--- src/rtl/cpts_pkg.sv ---
// cpts_pkg.sv: shared types, codes and constants of the counter priority task scheduler
// holds the command codes, sequencer states, task row layout and counter unit types
// no dependencies
package cpts_pkg;

	localparam int CMD_W   = 3;
	localparam int SLOT_FW = 6;
	localparam int PRIO_W  = 8;
	localparam int DEPTH_W = 8;
	localparam int CNT_W   = 16;

	localparam int IN_W  = 24;
	localparam int OUT_W = 16;

	localparam int TASK_SLOTS_DEF = 64;
	localparam int MAX_ROUNDS_DEF = 16;

	localparam logic signed [CNT_W-1:0] CNT_MAX = 16'sh7fff;
	localparam logic signed [CNT_W-1:0] CNT_MIN = -16'sh8000;

	typedef enum logic [CMD_W-1:0] {
		CMD_TICK    = 3'd0,
		CMD_YIELD   = 3'd1,
		CMD_EXIT    = 3'd2,
		CMD_PDIS    = 3'd3,
		CMD_PEN     = 3'd4,
		CMD_CREATE  = 3'd5
	} cmd_t;

	typedef enum logic [2:0] {
		ST_IDLE,
		ST_MOD,
		ST_SCAN,
		ST_SCAN_END,
		ST_RECOMP,
		ST_DONE
	} state_t;

	typedef enum logic {
		ALU_DEC,
		ALU_RECOMP
	} alu_op_t;

	typedef struct packed {
		logic signed [CNT_W-1:0] cnt;
		logic [PRIO_W-1:0]       prio;
		logic [DEPTH_W-1:0]      depth;
	} row_t;

	localparam int ROW_W = $bits(row_t);

	typedef struct packed {
		alu_op_t                 op;
		logic signed [CNT_W-1:0] cnt;
		logic [PRIO_W-1:0]       prio;
		logic signed [CNT_W-1:0] best;
	} alu_in_t;

	typedef struct packed {
		logic signed [CNT_W-1:0] res;
		logic                    le_zero;
		logic                    gt;
	} alu_out_t;

	// row contents before the first write: slot 0 starts with priority one
	function automatic row_t row_default(input logic is_slot0);
		row_t r;
		r.cnt   = '0;
		r.prio  = is_slot0 ? PRIO_W'(1) : '0;
		r.depth = '0;
		return r;
	endfunction

endpackage

--- src/rtl/cpts_ram.sv ---
// cpts_ram.sv: generic single write port, single read port ram with registered read
// used for the task table; no package dependency
module cpts_ram #(
	parameter int WIDTH = 32,
	parameter int DEPTH = 64
) (
	input  logic                     clk,
	input  logic                     we,
	input  logic [$clog2(DEPTH)-1:0] waddr,
	input  logic [WIDTH-1:0]         wdata,
	input  logic [$clog2(DEPTH)-1:0] raddr,
	output logic [WIDTH-1:0]         rdata
);

	logic [WIDTH-1:0] mem_q [DEPTH];
	logic [WIDTH-1:0] rdata_q;

	always_ff @(posedge clk) begin
		if (we) begin
			mem_q[waddr] <= wdata;
		end
		rdata_q <= mem_q[raddr];
	end

	assign rdata = rdata_q;

endmodule

--- src/rtl/cpts_alu.sv ---
// cpts_alu.sv: shared counter unit of the scheduler
// saturating decrement, halve-and-add recompute and the signed compare for the pick
// depends on cpts_pkg
module cpts_alu (
	input  cpts_pkg::alu_in_t  a_in,
	output cpts_pkg::alu_out_t a_out
);
	import cpts_pkg::*;

	logic signed [CNT_W:0] dec_w;
	logic signed [CNT_W:0] rec_w;
	logic signed [CNT_W-1:0] res;

	always_comb begin
		dec_w = {a_in.cnt[CNT_W-1], a_in.cnt} - (CNT_W+1)'(1);
		// floor halve, then add the unsigned priority
		rec_w = {a_in.cnt[CNT_W-1], a_in.cnt[CNT_W-1], a_in.cnt[CNT_W-1:1]}
			+ $signed({{(CNT_W+1-PRIO_W){1'b0}}, a_in.prio});
		case (a_in.op)
			ALU_DEC: begin
				if (dec_w < $signed({CNT_MIN[CNT_W-1], CNT_MIN})) begin
					res = CNT_MIN;
				end else begin
					res = dec_w[CNT_W-1:0];
				end
			end
			ALU_RECOMP: begin
				if (rec_w > $signed({CNT_MAX[CNT_W-1], CNT_MAX})) begin
					res = CNT_MAX;
				end else begin
					res = rec_w[CNT_W-1:0];
				end
			end
			default: begin
				res = a_in.cnt;
			end
		endcase
		a_out.res     = res;
		a_out.le_zero = (res <= $signed(CNT_W'(0)));
		a_out.gt      = (a_in.cnt > a_in.best);
	end

endmodule

--- src/rtl/counter_priority_task_scheduler.sv ---
// counter_priority_task_scheduler.sv: top level of the counter based priority task scheduler
// sequencer, task table ram, valid/zombie bits and the shared counter unit
// depends on cpts_pkg, cpts_ram, cpts_alu
//
// channel  dir  handshake          payload
// s_axis   in   s_tvalid/s_tready  s_tdata: command[2:0] slot[8:3] priority_req[16:9]
// m_axis   out  m_tvalid/m_tready  m_tdata: switched[0] current_slot[6:1]
//                                           previous_slot[12:7] none_runnable[13]
//                                           round_limit_hit[14]
//
// a request without a reschedule passes through accept, table update and result
// a reschedule adds a table scan, and while the best count is zero and rounds remain,
// recompute passes each with a rescan, all through the single ram port pair and counter unit
// one request at a time; s_tready is high only while idle, a finished result waits
// in the output register while the next request is taken
// reset is asynchronous, active low; the table rows read as their reset values until written
module counter_priority_task_scheduler #(
	parameter int TASK_SLOTS = cpts_pkg::TASK_SLOTS_DEF,
	parameter int MAX_ROUNDS = cpts_pkg::MAX_ROUNDS_DEF
) (
	input  logic                       clk,
	input  logic                       arst_n,
	input  logic                       s_tvalid,
	output logic                       s_tready,
	input  logic [cpts_pkg::IN_W-1:0]  s_tdata,  // command, slot, priority_req
	output logic                       m_tvalid,
	input  logic                       m_tready,
	output logic [cpts_pkg::OUT_W-1:0] m_tdata   // switched, current_slot, previous_slot,
	                                             // none_runnable, round_limit_hit
);
	import cpts_pkg::*;

	localparam int SW = $clog2(TASK_SLOTS);
	localparam int RW = $clog2(MAX_ROUNDS + 1);
	localparam logic [SW-1:0] LAST = SW'(TASK_SLOTS - 1);

	state_t state_q, state_d;

	logic [CMD_W-1:0]   cmd_q;
	logic [SLOT_FW-1:0] slot_q;
	logic [PRIO_W-1:0]  prio_q;
	logic [SW-1:0]      run_q, prev_q;

	logic [TASK_SLOTS-1:0] vld_q, zmb_q, wr_q;

	logic [SW-1:0] idx_q, rd_idx_s1, raddr, waddr;
	logic          iss_done_q, rd_v_s1, issue;

	logic                    found_q;
	logic signed [CNT_W-1:0] best_cnt_q;
	logic [SW-1:0]           best_idx_q;
	logic [RW-1:0]           rounds_q;
	logic                    none_q, limit_q;

	logic              m_tvalid_q;
	logic [OUT_W-2:0]  out_q;

	logic [ROW_W-1:0] ram_rdata;
	row_t             row_rd, wrow;
	logic             we, resched, cand, create_ok, scan_last, recomp_go, out_free;

	alu_in_t  a_in;
	alu_out_t a_out;

	cpts_ram #(
		.WIDTH (ROW_W),
		.DEPTH (TASK_SLOTS)
	) u_ram (
		.clk   (clk),
		.we    (we),
		.waddr (waddr),
		.wdata (wrow),
		.raddr (raddr),
		.rdata (ram_rdata)
	);

	cpts_alu u_alu (
		.a_in  (a_in),
		.a_out (a_out)
	);

	assign raddr     = (state_q == ST_SCAN || state_q == ST_RECOMP) ? idx_q : run_q;
	assign issue     = (state_q == ST_SCAN || state_q == ST_RECOMP) && !iss_done_q;
	assign row_rd    = wr_q[rd_idx_s1] ? row_t'(ram_rdata) : row_default(rd_idx_s1 == '0);
	assign create_ok = (32'(slot_q) < 32'(TASK_SLOTS));
	assign scan_last = rd_v_s1 && (rd_idx_s1 == LAST);
	assign recomp_go = found_q && (best_cnt_q == '0) && (rounds_q < RW'(MAX_ROUNDS));
	assign out_free  = !m_tvalid_q || m_tready;

	always_comb begin
		a_in.op   = (state_q == ST_RECOMP) ? ALU_RECOMP : ALU_DEC;
		a_in.cnt  = row_rd.cnt;
		a_in.prio = row_rd.prio;
		a_in.best = best_cnt_q;
	end

	// table update, write port and candidate select
	always_comb begin
		we      = 1'b0;
		waddr   = run_q;
		wrow    = row_rd;
		resched = 1'b0;
		cand    = 1'b0;
		case (state_q)
			ST_MOD: begin
				case (cmd_q)
					CMD_TICK: begin
						we = 1'b1;
						if (a_out.le_zero && row_rd.depth == '0) begin
							wrow.cnt = '0;
							resched  = 1'b1;
						end else begin
							wrow.cnt = a_out.res;
						end
					end
					CMD_YIELD, CMD_EXIT: begin
						we       = 1'b1;
						wrow.cnt = '0;
						resched  = 1'b1;
					end
					CMD_PDIS: begin
						we = 1'b1;
						if (row_rd.depth != '1) begin
							wrow.depth = row_rd.depth + DEPTH_W'(1);
						end
					end
					CMD_PEN: begin
						we = 1'b1;
						if (row_rd.depth != '0) begin
							wrow.depth = row_rd.depth - DEPTH_W'(1);
						end
					end
					CMD_CREATE: begin
						we         = create_ok;
						waddr      = SW'(slot_q);
						wrow.cnt   = CNT_W'(prio_q);
						wrow.prio  = prio_q;
						wrow.depth = '0;
					end
					default: begin
					end
				endcase
			end
			ST_SCAN: begin
				cand = rd_v_s1 && vld_q[rd_idx_s1] && !zmb_q[rd_idx_s1]
					&& !row_rd.cnt[CNT_W-1] && (!found_q || a_out.gt);
			end
			ST_RECOMP: begin
				if (rd_v_s1 && vld_q[rd_idx_s1]) begin
					we       = 1'b1;
					waddr    = rd_idx_s1;
					wrow.cnt = a_out.res;
				end
			end
			default: begin
			end
		endcase
	end

	// next state
	always_comb begin
		state_d = state_q;
		case (state_q)
			ST_IDLE: begin
				if (s_tvalid) begin
					state_d = ST_MOD;
				end
			end
			ST_MOD: begin
				state_d = resched ? ST_SCAN : ST_DONE;
			end
			ST_SCAN: begin
				if (scan_last) begin
					state_d = ST_SCAN_END;
				end
			end
			ST_SCAN_END: begin
				state_d = recomp_go ? ST_RECOMP : ST_DONE;
			end
			ST_RECOMP: begin
				if (scan_last) begin
					state_d = ST_SCAN;
				end
			end
			ST_DONE: begin
				if (out_free) begin
					state_d = ST_IDLE;
				end
			end
			default: begin
				state_d = ST_IDLE;
			end
		endcase
	end

	// port outputs
	always_comb begin
		s_tready = (state_q == ST_IDLE);
		m_tvalid = m_tvalid_q;
		m_tdata  = {1'b0, out_q};
	end

	always_ff @(posedge clk or negedge arst_n) begin
		if (!arst_n) begin
			state_q    <= ST_IDLE;
			run_q      <= '0;
			prev_q     <= '0;
			vld_q      <= TASK_SLOTS'(1);
			zmb_q      <= '0;
			wr_q       <= '0;
			idx_q      <= '0;
			iss_done_q <= 1'b0;
			rd_v_s1    <= 1'b0;
			found_q    <= 1'b0;
			rounds_q   <= '0;
			none_q     <= 1'b0;
			limit_q    <= 1'b0;
			m_tvalid_q <= 1'b0;
		end else begin
			state_q <= state_d;
			rd_v_s1 <= issue;

			if (state_q == ST_IDLE && s_tvalid) begin
				prev_q  <= run_q;
				none_q  <= 1'b0;
				limit_q <= 1'b0;
			end

			if (we) begin
				wr_q[waddr] <= 1'b1;
			end
			if (state_q == ST_MOD && cmd_q == CMD_CREATE && create_ok) begin
				vld_q[SW'(slot_q)] <= 1'b1;
				zmb_q[SW'(slot_q)] <= 1'b0;
			end
			if (state_q == ST_MOD && cmd_q == CMD_EXIT) begin
				zmb_q[run_q] <= 1'b1;
			end

			if (issue) begin
				if (idx_q == LAST) begin
					iss_done_q <= 1'b1;
				end else begin
					idx_q <= idx_q + SW'(1);
				end
			end

			if (cand) begin
				found_q <= 1'b1;
			end

			if (state_q == ST_SCAN_END && !recomp_go) begin
				if (!found_q) begin
					run_q  <= '0;
					none_q <= 1'b1;
				end else begin
					run_q <= best_idx_q;
					if (best_cnt_q == '0) begin
						limit_q <= 1'b1;
					end
				end
			end

			// each table pass starts from slot 0
			if (state_d == ST_SCAN && state_q != ST_SCAN) begin
				idx_q      <= '0;
				iss_done_q <= 1'b0;
				found_q    <= 1'b0;
				if (state_q == ST_MOD) begin
					rounds_q <= '0;
				end
			end
			if (state_d == ST_RECOMP && state_q != ST_RECOMP) begin
				idx_q      <= '0;
				iss_done_q <= 1'b0;
				rounds_q   <= rounds_q + RW'(1);
			end

			// a new result may replace the one taken in the same cycle
			if (state_q == ST_DONE && out_free) begin
				m_tvalid_q <= 1'b1;
			end else if (m_tready) begin
				m_tvalid_q <= 1'b0;
			end
		end
	end

	always_ff @(posedge clk) begin
		rd_idx_s1 <= raddr;
		if (state_q == ST_IDLE && s_tvalid) begin
			cmd_q  <= s_tdata[CMD_W-1:0];
			slot_q <= s_tdata[CMD_W +: SLOT_FW];
			prio_q <= s_tdata[CMD_W+SLOT_FW +: PRIO_W];
		end
		if (cand) begin
			best_cnt_q <= row_rd.cnt;
			best_idx_q <= rd_idx_s1;
		end
		if (state_q == ST_DONE && out_free) begin
			out_q <= {limit_q, none_q, SLOT_FW'(prev_q), SLOT_FW'(run_q), run_q != prev_q};
		end
	end

`ifndef SYNTH
	a_run_in_range: assert property (@(posedge clk) disable iff (!arst_n)
		32'(run_q) < 32'(TASK_SLOTS))
		else $error("running slot beyond the task table");

	a_result_from_done: assert property (@(posedge clk) disable iff (!arst_n)
		$rose(m_tvalid_q) |-> $past(state_q == ST_DONE))
		else $error("result raised outside the done state");

	a_none_is_slot0: assert property (@(posedge clk) disable iff (!arst_n)
		(m_tvalid_q && out_q[13]) |-> (out_q[6:1] == '0 && !out_q[14]))
		else $error("no runnable task but slot 0 not chosen, or round limit also set");

	a_busy_not_ready: assert property (@(posedge clk) disable iff (!arst_n)
		(state_q == ST_SCAN || state_q == ST_RECOMP) |-> !s_tready)
		else $error("request taken during a table pass");
`endif

endmodule
--- config.mk ---
export PLATFORM = sky130hd
export DESIGN_NAME = counter_priority_task_scheduler
export DESIGN_NICKNAME = d
export VERILOG_FILES = /design/src/rtl/cpts_pkg.sv /design/src/rtl/cpts_ram.sv /design/src/rtl/cpts_alu.sv /design/src/rtl/counter_priority_task_scheduler.sv
export SDC_FILE = /design/constraint.sdc
export NUM_CORES = 2
export LEC_CHECK = 0
export BUFFER_PORTS_ARGS = -buffer_cell sky130_fd_sc_hd__buf_2
export CAP_MARGIN = 40
export CORE_MARGIN = 10
export CORE_UTILIZATION = 36
export DETAILED_ROUTE_END_ITERATION = 7
export SLEW_MARGIN = 20
export SYNTH_ARGS = -nofsm -noshare
export SYNTH_HDL_FRONTEND = slang
export SYNTH_HIERARCHICAL = 1
export SYNTH_SLANG_ARGS = --single-unit
--- constraint.sdc ---
create_clock -name clk -period 17.65 [get_ports clk]
set_clock_uncertainty 0.05 [all_clocks]
set_input_delay 3.53 -clock clk [delete_from_list [all_inputs] [get_ports clk]]
set_output_delay 3.53 -clock clk [all_outputs]
set_load 0.02 [all_outputs]
==> impl_metrics.toml <==
[run_status]
status = "complete, no violations"

[hold_path]
hold_path.class = "reg -> reg"
worstHoldEndpoint = "rd_v_s1"
worstHoldStart = "iss_done_q"
whs_path_depth = 1

[cts]
htreeDepth = 4
cts_setup_buffers = 0
cts_root_buf = "clkbuf_16"
cts.reportedPaths.clkPinSlew_ns = 0.06
clk_latency_ns = 0.88
cts_hold_buf = 0
cts-resized-gates = 0
cts_sinks = 2364
cts_tree = "yes"
clockBufferDepth = 3
cts_buffers = 234

[timing]
finalHoldViolCount = 0
rsz0062_at_grt = "no"
slew_headroom = 0.344
timing.final.crit_share = 0.541
period_minus_slack_ns = 9.55
max_freq_mhz = 105
slew_violations = 0
tightest_slew_ns = 0.978
setup_viol = 0
fin_tns_setup_ns = 0

[synth]
synth_warnings = 6
ys_ff_latch = 2364
seq_area_frac_synth = 0.745
async_reset_ff_frac = 0.0948
synthFlopType = "edfxtp_1"
synth_edf_count = 2102
syn_area_um2 = 93300
netlist_top_cells_area = "edfxtp_1, mux4_2, dfrtp_1"
synth.avg_cell_area_um2 = 19.9
netlist_instances = 4681
ys_types = 93
synth_top_area_cell = "edfxtp_1"
syn_nets = 4740
synth_top_area_frac = 0.676

[grt]
grt_pass1_vias = 48600
grt_usage = 0.168
grt_max_degree = 101
grt_overflow_total = 0
grt_antenna_before_repair = 8
grt_pass1_wl_mm = 346

[die]
die_x_um = 529
ios = 46
initial_core_util = 0.363
die_h_um = 529
fp.coreArea_um2 = 257000
rows = 186
die-area_um2 = 280000

[final_layout]
area_growth_pct = 14.7
fill_cells = 22400
drive_gt1_frac = 0.263
fin_nets = 4976
postLayoutCellArea_um2 = 107000

[worst_setup_path]
rr_startpoint = "rd_idx_s1[0]"
reg2reg_depth = 23
crit_required_ns = 18.09
path_class = "reg -> reg"
cp_max_fo = 44
worstReg2RegEnd = "u_ram/mem_q[33][19]"
crit_arrival_ns = 9.99
cpMaxStageDelayCell = "o41ai_4"
max_stage_delay_ns = 0.80
endpoint_kind = "flip-flop"
path_cells = "nor2b_1 -> a22oi_1 -> a32oi_1 -> nor2_1 -> or2_2 -> or2_2 -> and2_1 -> nor4_2 -> nand2_4 -> o41ai_4 -> o32ai_2 -> or4_1 -> or3_1 -> or4_1 -> o41ai_2 -> nand2_1 -> or3_1 -> o22ai_1 -> o21bai_1 -> buf_4 -> nand2_1 -> nand3_2 -> buf_4"
rrSetupSlack_ns = 8.10
start_kind = "flip-flop"

[flow_run]
maxCapViolations = 0

[place]
placed_area_um2 = 98900
io_buffers = 37
routabilityCongestion = 0.839
dp_hpwl_mm = 132

[pwr]
peakVddDrop_mv = 0.109
power_density_nw_per_um2 = 104
power_mw = 11.1
leakagePower_nw = 30.9

[detailed_routing]
antenna_left = 0
drc = 0
drt-pass1-iter-count = 8
drt_first_iter_violations = 6067
avgViaCountPerCell = 5.62
wire_per_inst_um = 28.2
num_vias = 47800
wl_mm = 240
==> worst max path at each step <==
stage / from / end / cells past startpoint
4_1_cts: rd_idx_s1[0] / u_ram/mem_q[38][19] / 23
3_5_place_dp: rd_idx_s1[0] / u_ram/mem_q[34][19] / 23
6_report: rd_idx_s1[0] / u_ram/mem_q[33][19] / 23
5_1_grt: rd_idx_s1[0] / u_ram/mem_q[33][19] / 23
2_1_floorplan: rd_idx_s1[1] / u_ram/mem_q[0][17] / 28
3_3_place_gp: rd_idx_s1[1] / u_ram/mem_q[34][19] / 22
==> flip-flops by register name, indices dropped and copies added (netlist names), 3 cells and up <==
register	flops
best_cnt_q	16
best_idx_q	6
cmd_q	3
idx_q	6
out_q	15
prev_q	6
prio_q	8
rd_idx_s1	6
rounds_q	5
run_q	6
slot_q	6
state_q	3
u_ram/mem_q	2048
u_ram/rdata	32
vld_q	64
wr_q	64
zmb_q	64
==> logic make-up after synthesis <==
kind of cell / Yosys count / synth area share
other: 1 / 0.0000402
DFF: 2364 / 0.745
xor gates and xnor gates: 33 / 0.00310
AOI/OAI and AO/OA: 525 / 0.0398
buffers and inverters: 285 / 0.0143
and+or+nand+nor: 727 / 0.0384
adders and majority gates: 31 / 0.00424
muxes: 715 / 0.156
==> worst max-delay path: cells and delay by family (launching register included) <==
kind                   cells  cell delay [ns]
and+or+nand+nor           14             5.27
buffers and inverters      2             0.77
DFF                        1             0.68
AOI/OAI and AO/OA          7             2.30
==> through the flow <==
step                instances  utilization  hold WS (ns)  worst slack [ns]
floorplan                4681            -         0.353              9.80
global placement         8016        0.383         0.377              8.33
detailed placement       8055        0.384         0.376              8.28
CTS                      8492        0.415         0.384              8.22
global route             8503        0.416         0.404              7.66
finish                   8504        0.416         0.385              8.10
==> cell usage after synthesis, types with 5 or more instances <==
master / n
o21ai_0: 51
and3_1: 13
o221ai_1: 30
nor3_1: 36
a311oi_1: 8
buf_6: 8
a211oi_1: 6
or4_1: 5
ha_1: 30
dfxtp_1: 38
o21bai_1: 19
buf_2: 67
or2_2: 10
a21oi_1: 100
xor2_1: 23
nor3b_1: 5
a22oi_1: 21
clkbuf_1: 109
or3_1: 14
a21o_1: 55
nor4_1: 11
o21a_1: 8
a31oi_1: 6
buf_1: 26
nand3_1: 40
mux2i_1: 121
o32ai_1: 5
buf_4: 31
and2_1: 28
nor2_1: 204
a22o_1: 75
inv_1: 39
o211ai_1: 6
mux4_2: 588
nand3b_1: 9
edfxtp_1: 2102
mux2_2: 5
dfrtp_1: 223
nand4_1: 15
nand2b_1: 86
o22ai_1: 97
nor2b_1: 28
nand2_1: 193
xnor2_1: 10
==> layout make-up <==
type                    count  area [um2]  share of cell area
flip-flops and latches   2364       69500               0.649
multi-input cells        2032       23200               0.217
clock buffers             293        6270              0.0586
well taps                3384        4230              0.0395
repair buffers            242        2030              0.0190
clock inverters           144        1640              0.0153
inverters                  43         161             0.00151
diodes                      2        5.00           0.0000467
==> power by group <==
| group | internal, mW | switching (mW) |
|---|---|---|
| Sequential | 6.01 | 0.00000000000000000794 |
| Clock | 2.95 | 2.13 |
| Combinational | 0.00276 | 0.0121 |
| Total | 8.96 | 2.14 |
==> cells in the final DEF, fill, tap and decap left out, types with 30 or more instances in the layout <==
cell       netlist  layout
a21o_1          55      55
a21oi_1        100      98
a22o_1          75      66
buf_2           67      48
buf_4           31     167
bufinv_16        0      30
clkbuf_1       109      44
clkbuf_16        0     238
clkinv_1         0      43
clkinv_2         0      48
dfrtp_1        223     223
dfxtp_1         38      36
edfxtp_1      2102    2102
ha_1            30      30
inv_1           39      39
mux2i_1        121     121
mux4_2         588     588
nand2_1        193     185
nand2b_1        86      84
nand3_1         40      32
nor2_1         204     142
nor2_4           0      62
o21ai_0         51      42
o22ai_1         97      96
==> per-layer routing <==
layer	global-route usage	routed length, um	vias up
met5	0	0	-
met4	0.0492	6580	0
met3	0.0294	18400	322
met2	0.263	112000	1934
met1	0.240	103000	25800
li1	-	-	19700
Note: power is estimated with default switching activity, not from simulation.
